[config.mk]
export PLATFORM = sky130hd
export DESIGN_NAME = can_tx_queue_with_aging_and_pacing_unit
export DESIGN_NICKNAME = d
export VERILOG_FILES = /design/src/ctqap_pkg.sv /design/src/ctqap_ctrl.sv /design/src/ctqap_dp.sv /design/src/can_tx_queue_with_aging_and_pacing_unit.sv
export SDC_FILE = /design/constraint.sdc
export NUM_CORES = 2
export LEC_CHECK = 0
export ABC_AREA = 1
export BUFFER_PORTS_ARGS = -buffer_cell sky130_fd_sc_hd__buf_2
export CORE_ASPECT_RATIO = 1.4
export CORE_MARGIN = 1.5
export CORE_UTILIZATION = 55
export DETAILED_ROUTE_END_ITERATION = 10
export PLACE_DENSITY = 0.73
export SYNTH_ARGS = -nofsm -noshare
export SYNTH_HDL_FRONTEND = slang
export SYNTH_SLANG_ARGS = --single-unit
[constraint.sdc]
create_clock -name clk -period 15.7 [get_ports clk]
set_input_delay 0 -clock clk [delete_from_list [all_inputs] [get_ports clk]]
set_output_delay 0 -clock clk [all_outputs]
set_load 0.005 [all_outputs]
[src/ctqap_pkg.sv]
// ctqap_pkg: shared types and constants of the can tx queue with aging and pacing
// used by ctqap_ctrl, ctqap_dp and the top level; no dependencies
`default_nettype none

package ctqap_pkg;

	localparam int ACTION_W   = 3;
	localparam int TIME_W     = 32;
	localparam int ID_W       = 11;
	localparam int LEN_W      = 4;
	localparam int PAYLOAD_W  = 64;
	localparam int STATUS_W   = 3;
	localparam int COUNT_W    = 4;
	localparam int LINK_W     = 2;
	localparam int CFG_IDX_W  = 2;
	localparam int CFG_DATA_W = 32;
	localparam int IN_DATA_W  = 112;
	localparam int OUT_DATA_W = 88;

	localparam logic [LEN_W-1:0] MAX_LEN = 4'd8;

	localparam logic [TIME_W-1:0] LIFETIME_RST   = 32'd1000;
	localparam logic [TIME_W-1:0] PACING_GAP_RST = 32'd100;
	localparam logic              PACING_EN_RST  = 1'b1;

	typedef enum logic [ACTION_W-1:0] {
		ACT_ENQUEUE   = 3'd0,
		ACT_POLL      = 3'd1,
		ACT_TX_DONE   = 3'd2,
		ACT_BUS_ERROR = 3'd3,
		ACT_RX_FRAME  = 3'd4
	} action_t;

	typedef enum logic [STATUS_W-1:0] {
		ST_NONE      = 3'd0,
		ST_QUEUED    = 3'd1,
		ST_OVERWROTE = 3'd2,
		ST_ISSUED    = 3'd3,
		ST_EXPIRED   = 3'd4,
		ST_PACING    = 3'd5,
		ST_BLOCKED   = 3'd6,
		ST_COMPLETED = 3'd7
	} status_t;

	typedef enum logic [LINK_W-1:0] {
		LINK_IDLE    = 2'd0,
		LINK_SENDING = 2'd1,
		LINK_ERROR   = 2'd2
	} link_t;

	typedef enum logic [CFG_IDX_W-1:0] {
		CFG_LIFETIME   = 2'd0,
		CFG_PACING_GAP = 2'd1,
		CFG_PACING_EN  = 2'd2
	} cfg_idx_t;

	typedef struct packed {
		logic [TIME_W-1:0]    stamp;
		logic [PAYLOAD_W-1:0] payload;
		logic [ID_W-1:0]      id;
		logic [LEN_W-1:0]     len;
	} slot_t;

	typedef struct packed {
		logic capture;
		logic commit;
	} dp_cmd_t;

endpackage

`default_nettype wire

[src/ctqap_ctrl.sv]
// ctqap_ctrl: sequencing of one item at a time, capture then evaluate and commit
// depends on ctqap_pkg
`default_nettype none

module ctqap_ctrl (
	input  wire logic              clk,
	input  wire logic              arst_n,
	input  wire logic              in_valid,
	output logic                   in_ready,
	output logic                   out_valid,
	input  wire logic              out_ready,
	output ctqap_pkg::dp_cmd_t     cmd
);

	typedef enum logic {
		S_IDLE,
		S_EXEC
	} state_t;

	state_t state_q;
	logic   out_valid_q;
	logic   commit;

	assign in_ready    = (state_q == S_IDLE);
	assign commit      = (state_q == S_EXEC) && (!out_valid_q || out_ready);
	assign cmd.capture = in_valid && in_ready;
	assign cmd.commit  = commit;
	assign out_valid   = out_valid_q;

	always_ff @(posedge clk or negedge arst_n) begin
		if (!arst_n) begin
			state_q     <= S_IDLE;
			out_valid_q <= 1'b0;
		end else begin
			unique case (state_q)
				S_IDLE: begin
					if (in_valid) state_q <= S_EXEC;
				end
				S_EXEC: begin
					if (commit) state_q <= S_IDLE;
				end
				default: state_q <= S_IDLE;
			endcase
			if (commit) begin
				out_valid_q <= 1'b1;
			end else if (out_ready) begin
				out_valid_q <= 1'b0;
			end
		end
	end

endmodule

`default_nettype wire

[src/ctqap_dp.sv]
// ctqap_dp: slot memory, ring indices, link state, time compares and result register
// depends on ctqap_pkg; driven by ctqap_ctrl commands
`default_nettype none

module ctqap_dp #(
	parameter int QUEUE_SLOTS = 16
) (
	input  wire logic                                clk,
	input  wire logic                                arst_n,
	input  wire ctqap_pkg::dp_cmd_t                  cmd,
	input  wire logic                                cfg_we,
	input  wire logic [ctqap_pkg::CFG_IDX_W-1:0]     cfg_index,
	input  wire logic [ctqap_pkg::CFG_DATA_W-1:0]    cfg_data,
	input  wire logic [ctqap_pkg::ACTION_W-1:0]      action,
	input  wire logic [ctqap_pkg::TIME_W-1:0]        now_ms,
	input  wire logic [ctqap_pkg::ID_W-1:0]          msg_id,
	input  wire logic [ctqap_pkg::LEN_W-1:0]         msg_len,
	input  wire logic [ctqap_pkg::PAYLOAD_W-1:0]     msg_payload,
	output logic [ctqap_pkg::STATUS_W-1:0]           status,
	output logic [ctqap_pkg::ID_W-1:0]               frame_id,
	output logic [ctqap_pkg::LEN_W-1:0]              frame_len,
	output logic [ctqap_pkg::PAYLOAD_W-1:0]          frame_payload,
	output logic [ctqap_pkg::COUNT_W-1:0]            queue_count,
	output logic [ctqap_pkg::LINK_W-1:0]             link_state
);

	localparam int IW = $clog2(QUEUE_SLOTS);
	localparam logic [IW-1:0] LAST = IW'(QUEUE_SLOTS - 1);
	localparam logic [IW:0]   SLOTS_EXT = (IW+1)'(QUEUE_SLOTS);

	function automatic logic [IW-1:0] next_slot(input logic [IW-1:0] i);
		next_slot = (i == LAST) ? '0 : i + IW'(1);
	endfunction

	// slot store and its registered read port
	ctqap_pkg::slot_t slot_mem_q [QUEUE_SLOTS];
	ctqap_pkg::slot_t rd_slot_q;

	// captured item
	logic [ctqap_pkg::ACTION_W-1:0]  in_action_q;
	logic [ctqap_pkg::TIME_W-1:0]    in_now_q;
	logic [ctqap_pkg::ID_W-1:0]      in_id_q;
	logic [ctqap_pkg::LEN_W-1:0]     in_len_q;
	logic [ctqap_pkg::PAYLOAD_W-1:0] in_payload_q;

	// configuration
	logic [ctqap_pkg::TIME_W-1:0] lifetime_q;
	logic [ctqap_pkg::TIME_W-1:0] pacing_gap_q;
	logic                         pacing_en_q;

	// queue and link state
	logic [IW-1:0]                wr_idx_q;
	logic [IW-1:0]                rd_idx_q;
	ctqap_pkg::link_t             link_q;
	logic [ctqap_pkg::TIME_W-1:0] last_issue_q;

	// result register
	logic [ctqap_pkg::STATUS_W-1:0]  out_status_q;
	logic [ctqap_pkg::ID_W-1:0]      out_id_q;
	logic [ctqap_pkg::LEN_W-1:0]     out_len_q;
	logic [ctqap_pkg::PAYLOAD_W-1:0] out_payload_q;
	logic [ctqap_pkg::COUNT_W-1:0]   out_count_q;
	ctqap_pkg::link_t                out_link_q;

	// next values
	logic                            empty;
	logic [ctqap_pkg::LEN_W-1:0]     len_sat;
	logic [ctqap_pkg::TIME_W-1:0]    age;
	logic [ctqap_pkg::TIME_W-1:0]    gap;
	logic [IW-1:0]                   wr_inc;
	logic [IW-1:0]                   rd_inc;
	logic [IW-1:0]                   wr_n;
	logic [IW-1:0]                   rd_n;
	ctqap_pkg::link_t                link_n;
	logic [ctqap_pkg::TIME_W-1:0]    last_issue_n;
	ctqap_pkg::status_t              status_n;
	logic [ctqap_pkg::ID_W-1:0]      id_n;
	logic [ctqap_pkg::LEN_W-1:0]     len_n;
	logic [ctqap_pkg::PAYLOAD_W-1:0] payload_n;
	logic                            mem_we;
	logic [IW:0]                     diff;
	logic [IW+3:0]                   count_ext;

	always_comb begin
		empty        = (wr_idx_q == rd_idx_q);
		len_sat      = (in_len_q > ctqap_pkg::MAX_LEN) ? ctqap_pkg::MAX_LEN : in_len_q;
		age          = in_now_q - rd_slot_q.stamp;
		gap          = in_now_q - last_issue_q;
		wr_inc       = next_slot(wr_idx_q);
		rd_inc       = next_slot(rd_idx_q);
		wr_n         = wr_idx_q;
		rd_n         = rd_idx_q;
		link_n       = link_q;
		last_issue_n = last_issue_q;
		status_n     = ctqap_pkg::ST_NONE;
		id_n         = '0;
		len_n        = '0;
		payload_n    = '0;
		mem_we       = 1'b0;
		case (ctqap_pkg::action_t'(in_action_q))
			ctqap_pkg::ACT_ENQUEUE: begin
				mem_we   = 1'b1;
				wr_n     = wr_inc;
				status_n = ctqap_pkg::ST_QUEUED;
				// full ring: the oldest frame is overwritten
				if (wr_inc == rd_idx_q) begin
					rd_n     = rd_inc;
					status_n = ctqap_pkg::ST_OVERWROTE;
				end
			end
			ctqap_pkg::ACT_POLL: begin
				if (link_q == ctqap_pkg::LINK_SENDING || link_q == ctqap_pkg::LINK_ERROR) begin
					status_n = ctqap_pkg::ST_BLOCKED;
				end else if (empty) begin
					status_n = ctqap_pkg::ST_NONE;
				end else if (age > lifetime_q) begin
					rd_n     = rd_inc;
					status_n = ctqap_pkg::ST_EXPIRED;
				end else if (pacing_en_q && (gap <= pacing_gap_q)) begin
					status_n = ctqap_pkg::ST_PACING;
				end else begin
					last_issue_n = in_now_q;
					id_n         = rd_slot_q.id;
					len_n        = rd_slot_q.len;
					payload_n    = rd_slot_q.payload;
					link_n       = ctqap_pkg::LINK_SENDING;
					status_n     = ctqap_pkg::ST_ISSUED;
				end
			end
			ctqap_pkg::ACT_TX_DONE: begin
				if (!empty) rd_n = rd_inc;
				link_n   = ctqap_pkg::LINK_IDLE;
				status_n = ctqap_pkg::ST_COMPLETED;
			end
			ctqap_pkg::ACT_BUS_ERROR: begin
				link_n = ctqap_pkg::LINK_ERROR;
			end
			ctqap_pkg::ACT_RX_FRAME: begin
				if (link_q == ctqap_pkg::LINK_ERROR) link_n = ctqap_pkg::LINK_IDLE;
			end
			default: begin
			end
		endcase
		// frames held, modulo the ring size
		diff = {1'b0, wr_n} - {1'b0, rd_n};
		if (diff[IW]) diff = diff + SLOTS_EXT;
		count_ext = {4'b0000, diff[IW-1:0]};
	end

	always_ff @(posedge clk) begin
		if (cmd.commit && mem_we) begin
			slot_mem_q[wr_idx_q] <= '{stamp: in_now_q, payload: in_payload_q,
				id: in_id_q, len: len_sat};
		end
		rd_slot_q <= slot_mem_q[rd_idx_q];
	end

	always_ff @(posedge clk) begin
		if (cmd.capture) begin
			in_action_q  <= action;
			in_now_q     <= now_ms;
			in_id_q      <= msg_id;
			in_len_q     <= msg_len;
			in_payload_q <= msg_payload;
		end
		if (cmd.commit) begin
			out_status_q  <= status_n;
			out_id_q      <= id_n;
			out_len_q     <= len_n;
			out_payload_q <= payload_n;
			out_count_q   <= count_ext[3:0];
			out_link_q    <= link_n;
		end
	end

	always_ff @(posedge clk or negedge arst_n) begin
		if (!arst_n) begin
			lifetime_q   <= ctqap_pkg::LIFETIME_RST;
			pacing_gap_q <= ctqap_pkg::PACING_GAP_RST;
			pacing_en_q  <= ctqap_pkg::PACING_EN_RST;
			wr_idx_q     <= '0;
			rd_idx_q     <= '0;
			link_q       <= ctqap_pkg::LINK_IDLE;
			last_issue_q <= '0;
		end else begin
			if (cfg_we) begin
				unique case (ctqap_pkg::cfg_idx_t'(cfg_index))
					ctqap_pkg::CFG_LIFETIME:   lifetime_q   <= cfg_data;
					ctqap_pkg::CFG_PACING_GAP: pacing_gap_q <= cfg_data;
					ctqap_pkg::CFG_PACING_EN:  pacing_en_q  <= cfg_data[0];
					default: begin
					end
				endcase
			end
			if (cmd.commit) begin
				wr_idx_q     <= wr_n;
				rd_idx_q     <= rd_n;
				link_q       <= link_n;
				last_issue_q <= last_issue_n;
			end
		end
	end

	assign status        = out_status_q;
	assign frame_id      = out_id_q;
	assign frame_len     = out_len_q;
	assign frame_payload = out_payload_q;
	assign queue_count   = out_count_q;
	assign link_state    = out_link_q;

`ifndef ASSERT_OFF
	a_idx_move_on_commit: assert property (@(posedge clk) disable iff (!arst_n)
		!cmd.commit |=> $stable(rd_idx_q) && $stable(wr_idx_q))
		else $error("ring index moved without a commit");

	a_idx_in_range: assert property (@(posedge clk) disable iff (!arst_n)
		rd_idx_q <= LAST && wr_idx_q <= LAST)
		else $error("ring index beyond last slot");

	a_frame_zero_unless_issued: assert property (@(posedge clk) disable iff (!arst_n)
		cmd.commit && status_n != ctqap_pkg::ST_ISSUED |=>
		out_id_q == '0 && out_len_q == '0 && out_payload_q == '0)
		else $error("frame fields set without an issue");

	a_issue_enters_sending: assert property (@(posedge clk) disable iff (!arst_n)
		cmd.commit && status_n == ctqap_pkg::ST_ISSUED |=>
		link_q == ctqap_pkg::LINK_SENDING && last_issue_q == $past(in_now_q))
		else $error("issue did not enter sending or stamp the issue time");
`endif

endmodule

`default_nettype wire

[src/can_tx_queue_with_aging_and_pacing_unit.sv]
// can_tx_queue_with_aging_and_pacing_unit: top level, stream ports and configuration port
// depends on ctqap_pkg, ctqap_ctrl and ctqap_dp
`default_nettype none

// Transmit queue for standard CAN frames held in a ring of QUEUE_SLOTS slots; an
// enqueue into a full ring overwrites the oldest frame, so at most QUEUE_SLOTS-1 are
// held. Each input transfer (enqueue, poll, transmit done, bus error, frame received)
// gives exactly one result transfer. An item is first captured while the head slot is
// read from the slot memory's registered read port, then ages are compared against the
// configuration and the result is committed; a stalled result port holds the commit
// step until the result register is free. A new item is taken while a
// finished result still waits on the master side. Configuration writes take effect at
// once and are meant for idle periods.
module can_tx_queue_with_aging_and_pacing_unit #(
	parameter int QUEUE_SLOTS = 16
) (
	input  wire logic                                  clk,
	input  wire logic                                  arst_n,
	input  wire logic                                  cfg_we,
	input  wire logic [ctqap_pkg::CFG_IDX_W-1:0]       cfg_index,
	input  wire logic [ctqap_pkg::CFG_DATA_W-1:0]      cfg_data,
	input  wire logic                                  s_axis_tvalid,
	output logic                                       s_axis_tready,
	// now_ms[31:0], msg_id[42:32], msg_len[46:43], msg_payload[110:47], zero pad[111]
	input  wire logic [ctqap_pkg::IN_DATA_W-1:0]       s_axis_tdata,
	// action[2:0]
	input  wire logic [ctqap_pkg::ACTION_W-1:0]        s_axis_tuser,
	output logic                                       m_axis_tvalid,
	input  wire logic                                  m_axis_tready,
	// frame_id[10:0], frame_len[14:11], frame_payload[78:15], queue_count[82:79],
	// link_state[84:83], zero pad[87:85]
	output logic [ctqap_pkg::OUT_DATA_W-1:0]           m_axis_tdata,
	// status[2:0]
	output logic [ctqap_pkg::STATUS_W-1:0]             m_axis_tuser
);

	ctqap_pkg::dp_cmd_t cmd;

	logic [ctqap_pkg::ID_W-1:0]      frame_id;
	logic [ctqap_pkg::LEN_W-1:0]     frame_len;
	logic [ctqap_pkg::PAYLOAD_W-1:0] frame_payload;
	logic [ctqap_pkg::COUNT_W-1:0]   queue_count;
	logic [ctqap_pkg::LINK_W-1:0]    link_state;

	ctqap_ctrl u_ctrl (
		.clk       (clk),
		.arst_n    (arst_n),
		.in_valid  (s_axis_tvalid),
		.in_ready  (s_axis_tready),
		.out_valid (m_axis_tvalid),
		.out_ready (m_axis_tready),
		.cmd       (cmd)
	);

	ctqap_dp #(
		.QUEUE_SLOTS (QUEUE_SLOTS)
	) u_dp (
		.clk           (clk),
		.arst_n        (arst_n),
		.cmd           (cmd),
		.cfg_we        (cfg_we),
		.cfg_index     (cfg_index),
		.cfg_data      (cfg_data),
		.action        (s_axis_tuser),
		.now_ms        (s_axis_tdata[31:0]),
		.msg_id        (s_axis_tdata[42:32]),
		.msg_len       (s_axis_tdata[46:43]),
		.msg_payload   (s_axis_tdata[110:47]),
		.status        (m_axis_tuser),
		.frame_id      (frame_id),
		.frame_len     (frame_len),
		.frame_payload (frame_payload),
		.queue_count   (queue_count),
		.link_state    (link_state)
	);

	assign m_axis_tdata = {3'b000, link_state, queue_count, frame_payload, frame_len,
		frame_id};

endmodule

`default_nettype wire

==> out/qor.yml <==
final_hold_viol_count: 0
ys.flop_type: "edfxtp_1"
root_buffer: "clkbuf_16"
cts_buffers: 198
finalPower_mw: 16.2
antenna_found_initial: 6
power_frac_clock_pct: 29.6
cp-end-kind: "register"
nets: 7388
io_pins: 247
critPathLaunch: "u_dp.in_now_q[0]"
vias: 56800
ys_warn_count: 0
drt_pass1_iterations: 6
num_rows: 173
grt_overflow: 0
synth-edff-count: 1978
drive_gt1_share_pct: 10.2
cp_max_fo: 43
syn_avg_cell_area_um2: 13.1
met3_usage_pct: 3.78
avgViaCountPerCell: 6.06
worstSetupPathType: "reg2reg"
comb_power_share_pct: 25.0
timing.rr.start: "u_dp.in_now_q[0]"
drt.antenna.violating_nets: 0
tightest_slew_ns: 1.18
path_clk_slew_ns: 0.07
fin_cells: 9373
wire_per_inst_um: 23.6
htreeDepth: 4
wl_um: 221000
io_buffer_count: 242
die_area_mm2: 0.161
fin_crit_ns: 6.25
worstPathBufferInverterCount: 5
synthCells: 6676
reg2reg_to: "u_dp.frame_payload[1]"
area_delta_synth_final_pct: 14.5
worstPathRequired_ns: 16.24
die_height_um: 475
intPower_mw: 11.0
worst_path_most_repeated_cell: "nand2_1"
yosysUniqueCellTypes: 55
drtIter0Drc: 6651
met1_usage_pct: 33.4
drc: 0
cts_num_sinks: 2198
placed_area_mm2: 0.0906
post-route-period-util_pct: 39.8
sw_frac_of_total_pct: 32.2
seq_area_frac_synth_pct: 73.6
powerDensity_mw_per_mm2: 162
critPathSlowestCell: "edfxtp_1"
rrSetupSlack_ns: 9.45
setup_violations: 0
met2_usage_pct: 47.5
slew_headroom_pct: 21.0
core_area_mm2: 0.158
gp_congestion: 0.909
dieWidth_um: 340
grt_pass1_wl_um: 329000
async_reset_ff_share_pct: 4.96
design_area_mm2: 0.100
dp.cells: 8692
seqPwrFrac_pct: 45.4
status: "complete, no violations"
power_switching_mw: 5.23
post_cts_resized: 0
finalClockSkew_ns: 0.0385
grt_pass1_vias: 56700
path_depth: 27
grt_start_max_net_pins: 232
hold_class: "in2reg"
crit_family: "simple AND/OR/NAND/NOR gates"
cp-start-kind: "register"
arrival_ns: 6.79
maxCapViolCount: 0
top_usage_layer: "met2"
tns_ns: 0
start_util_pct: 55.3
critical-path-max-stage-delay_ns: 0.67
power.leakage_nw: 35.3
cts_buffer_depth: 3
ir_worst_vdd_uv: 119
endpoint: "u_dp.frame_payload[1]"
tritoncts: "done"
clock.fmax_mhz: 160
rsz0062_at_grt: "no"
dp_hpwl_um: 110000
clkLatencyLatePin_ns: 0.84
syn-cell-area_mm2: 0.0875
grt_usage_pct: 26.9
maxSlewViolCount: 0
ys_ff_latch: 2198
reg2regPathDepth: 27
## worst min-delay path by stage
stage                     cells after the start  slack (ns)                    end   start
after floorplan                               0       -0.30       u_ctrl.out_valid  arst_n
after global placement                        1        0.05  u_dp.pacing_gap_q[18]  arst_n
after detailed placement                      1        0.05  u_dp.pacing_gap_q[19]  arst_n
after CTS                                     4      0.0002       u_dp.pacing_en_q  cfg_we
after global routing                          4        0.02       u_dp.pacing_en_q  cfg_we
final                                         4        0.06       u_dp.pacing_en_q  cfg_we
## stage by stage
step | worst slack (ns) | hold slack (ns) | util, %
3_5_place_dp | 9.51 | 0.0475 | 57.2
4_1_cts | 9.49 | 0.000233 | 63.3
2_1_floorplan | 6.14 | -0.296 | -
6_report | 9.45 | 0.0608 | 63.3
5_1_grt | 9.21 | 0.0237 | 63.3
3_3_place_gp | 9.53 | 0.0479 | 57.2
## area by class of cell
class / count / area (um2)
multi-input combinational: 3712 / 20200
inverter: 368 / 1410
clock buffer: 284 / 5610
antenna: 2 / 5.00
timing repair buffer: 617 / 4940
sequential: 2198 / 64400
clock inverter: 92 / 911
tap: 2100 / 2630
fill: 11300 / 58100
## worst min-delay path: cells and delay by family
kind                   cells  cell delay (ns)
AOI/OAI and AO/OA          1             0.09
buffers and inverters      2             0.69
and+or+nand+nor            1             0.11
## metal layers
| metal | up-vias | wire (um) |
|---|---|---|
| li1 | 25400 | - |
| met1 | 28300 | 84200 |
| met2 | 2635 | 113000 |
| met3 | 503 | 15800 |
| met4 | 4 | 7800 |
| met5 | - | 27 |
## cells in the mapped netlist (43+ instances only)
| library cell | n | area [um2] |
|---|---|---|
| o22ai_1 | 89 | 557 |
| xor2_1 | 56 | 490 |
| dfrtp_1 | 99 | 2480 |
| dfxtp_1 | 111 | 2220 |
| buf_2 | 43 | 215 |
| nand3_1 | 178 | 891 |
| o211ai_1 | 91 | 683 |
| nand2_1 | 441 | 1660 |
| o221ai_1 | 356 | 3120 |
| ha_1 | 136 | 1700 |
| nor2_1 | 1068 | 4010 |
| edfxtp_1 | 1978 | 59400 |
| o21ai_0 | 1007 | 5040 |
| clkbuf_1 | 317 | 1190 |
| inv_1 | 359 | 1350 |
| a21oi_1 | 101 | 505 |
## sequential cells by signal, summed over array words and instances, names as in the netlist, 11 cells and up
| signal | count |
|---|---|
| u_dp.in_id_q | 11 |
| u_dp.in_payload_q | 64 |
| u_dp.frame_payload | 64 |
| u_dp.rd_slot_q | 111 |
| u_dp.frame_id | 11 |
| u_dp.in_now_q | 32 |
| u_dp.lifetime_q | 32 |
| u_dp.slot_mem_q | 1776 |
| u_dp.pacing_gap_q | 32 |
| u_dp.last_issue_q | 32 |
## power by group through the flow
stage,Combinational (mW),Sequential (mW),Clock (mW)
4_1_cts,4.03,7.37,4.86
2_1_floorplan,2.79,7.36,0
3_5_place_dp,3.94,7.49,0
3_3_place_gp,3.82,7.47,0
5_1_grt,4.52,7.43,5.08
6_report,4.06,7.38,4.81
## layout by cell type, fill, tap and decap left out, types with 29 or more instances in the layout
cell type and count:
edfxtp_1 1978, nor2_1 1054, o21ai_0 1007, nand2_1 439, inv_1 358, o221ai_1 356
dlygate4sd3_1 302, buf_2 241, clkbuf_16 201, nand3_1 178, ha_1 136, dfxtp_1 111
a21oi_1 101, dfrtp_1 95, o211ai_1 91, o22ai_1 89, buf_4 62, xor2_1 56
clkbuf_1 56, a21oi_2 32, nor2_2 29
## kinds of logic after synthesis
group	count (synthesis)	share of synthesized area, %
DFF	2198	73.6
and+or+nand+nor	1769	8.18
AOI/OAI and AO/OA	1733	12.1
buffers and inverters	768	3.43
adders and majority gates	139	2.01
xor gates and xnor gates	68	0.681
other	1	0.00429
## repair_timing
item / 4_1_cts / 5_1_grt
setup buffers: 0 / 0
hold buffers: 303 / 0
hold endpoints to repair: 294 / 0
(Power assumes the default switching activity.)
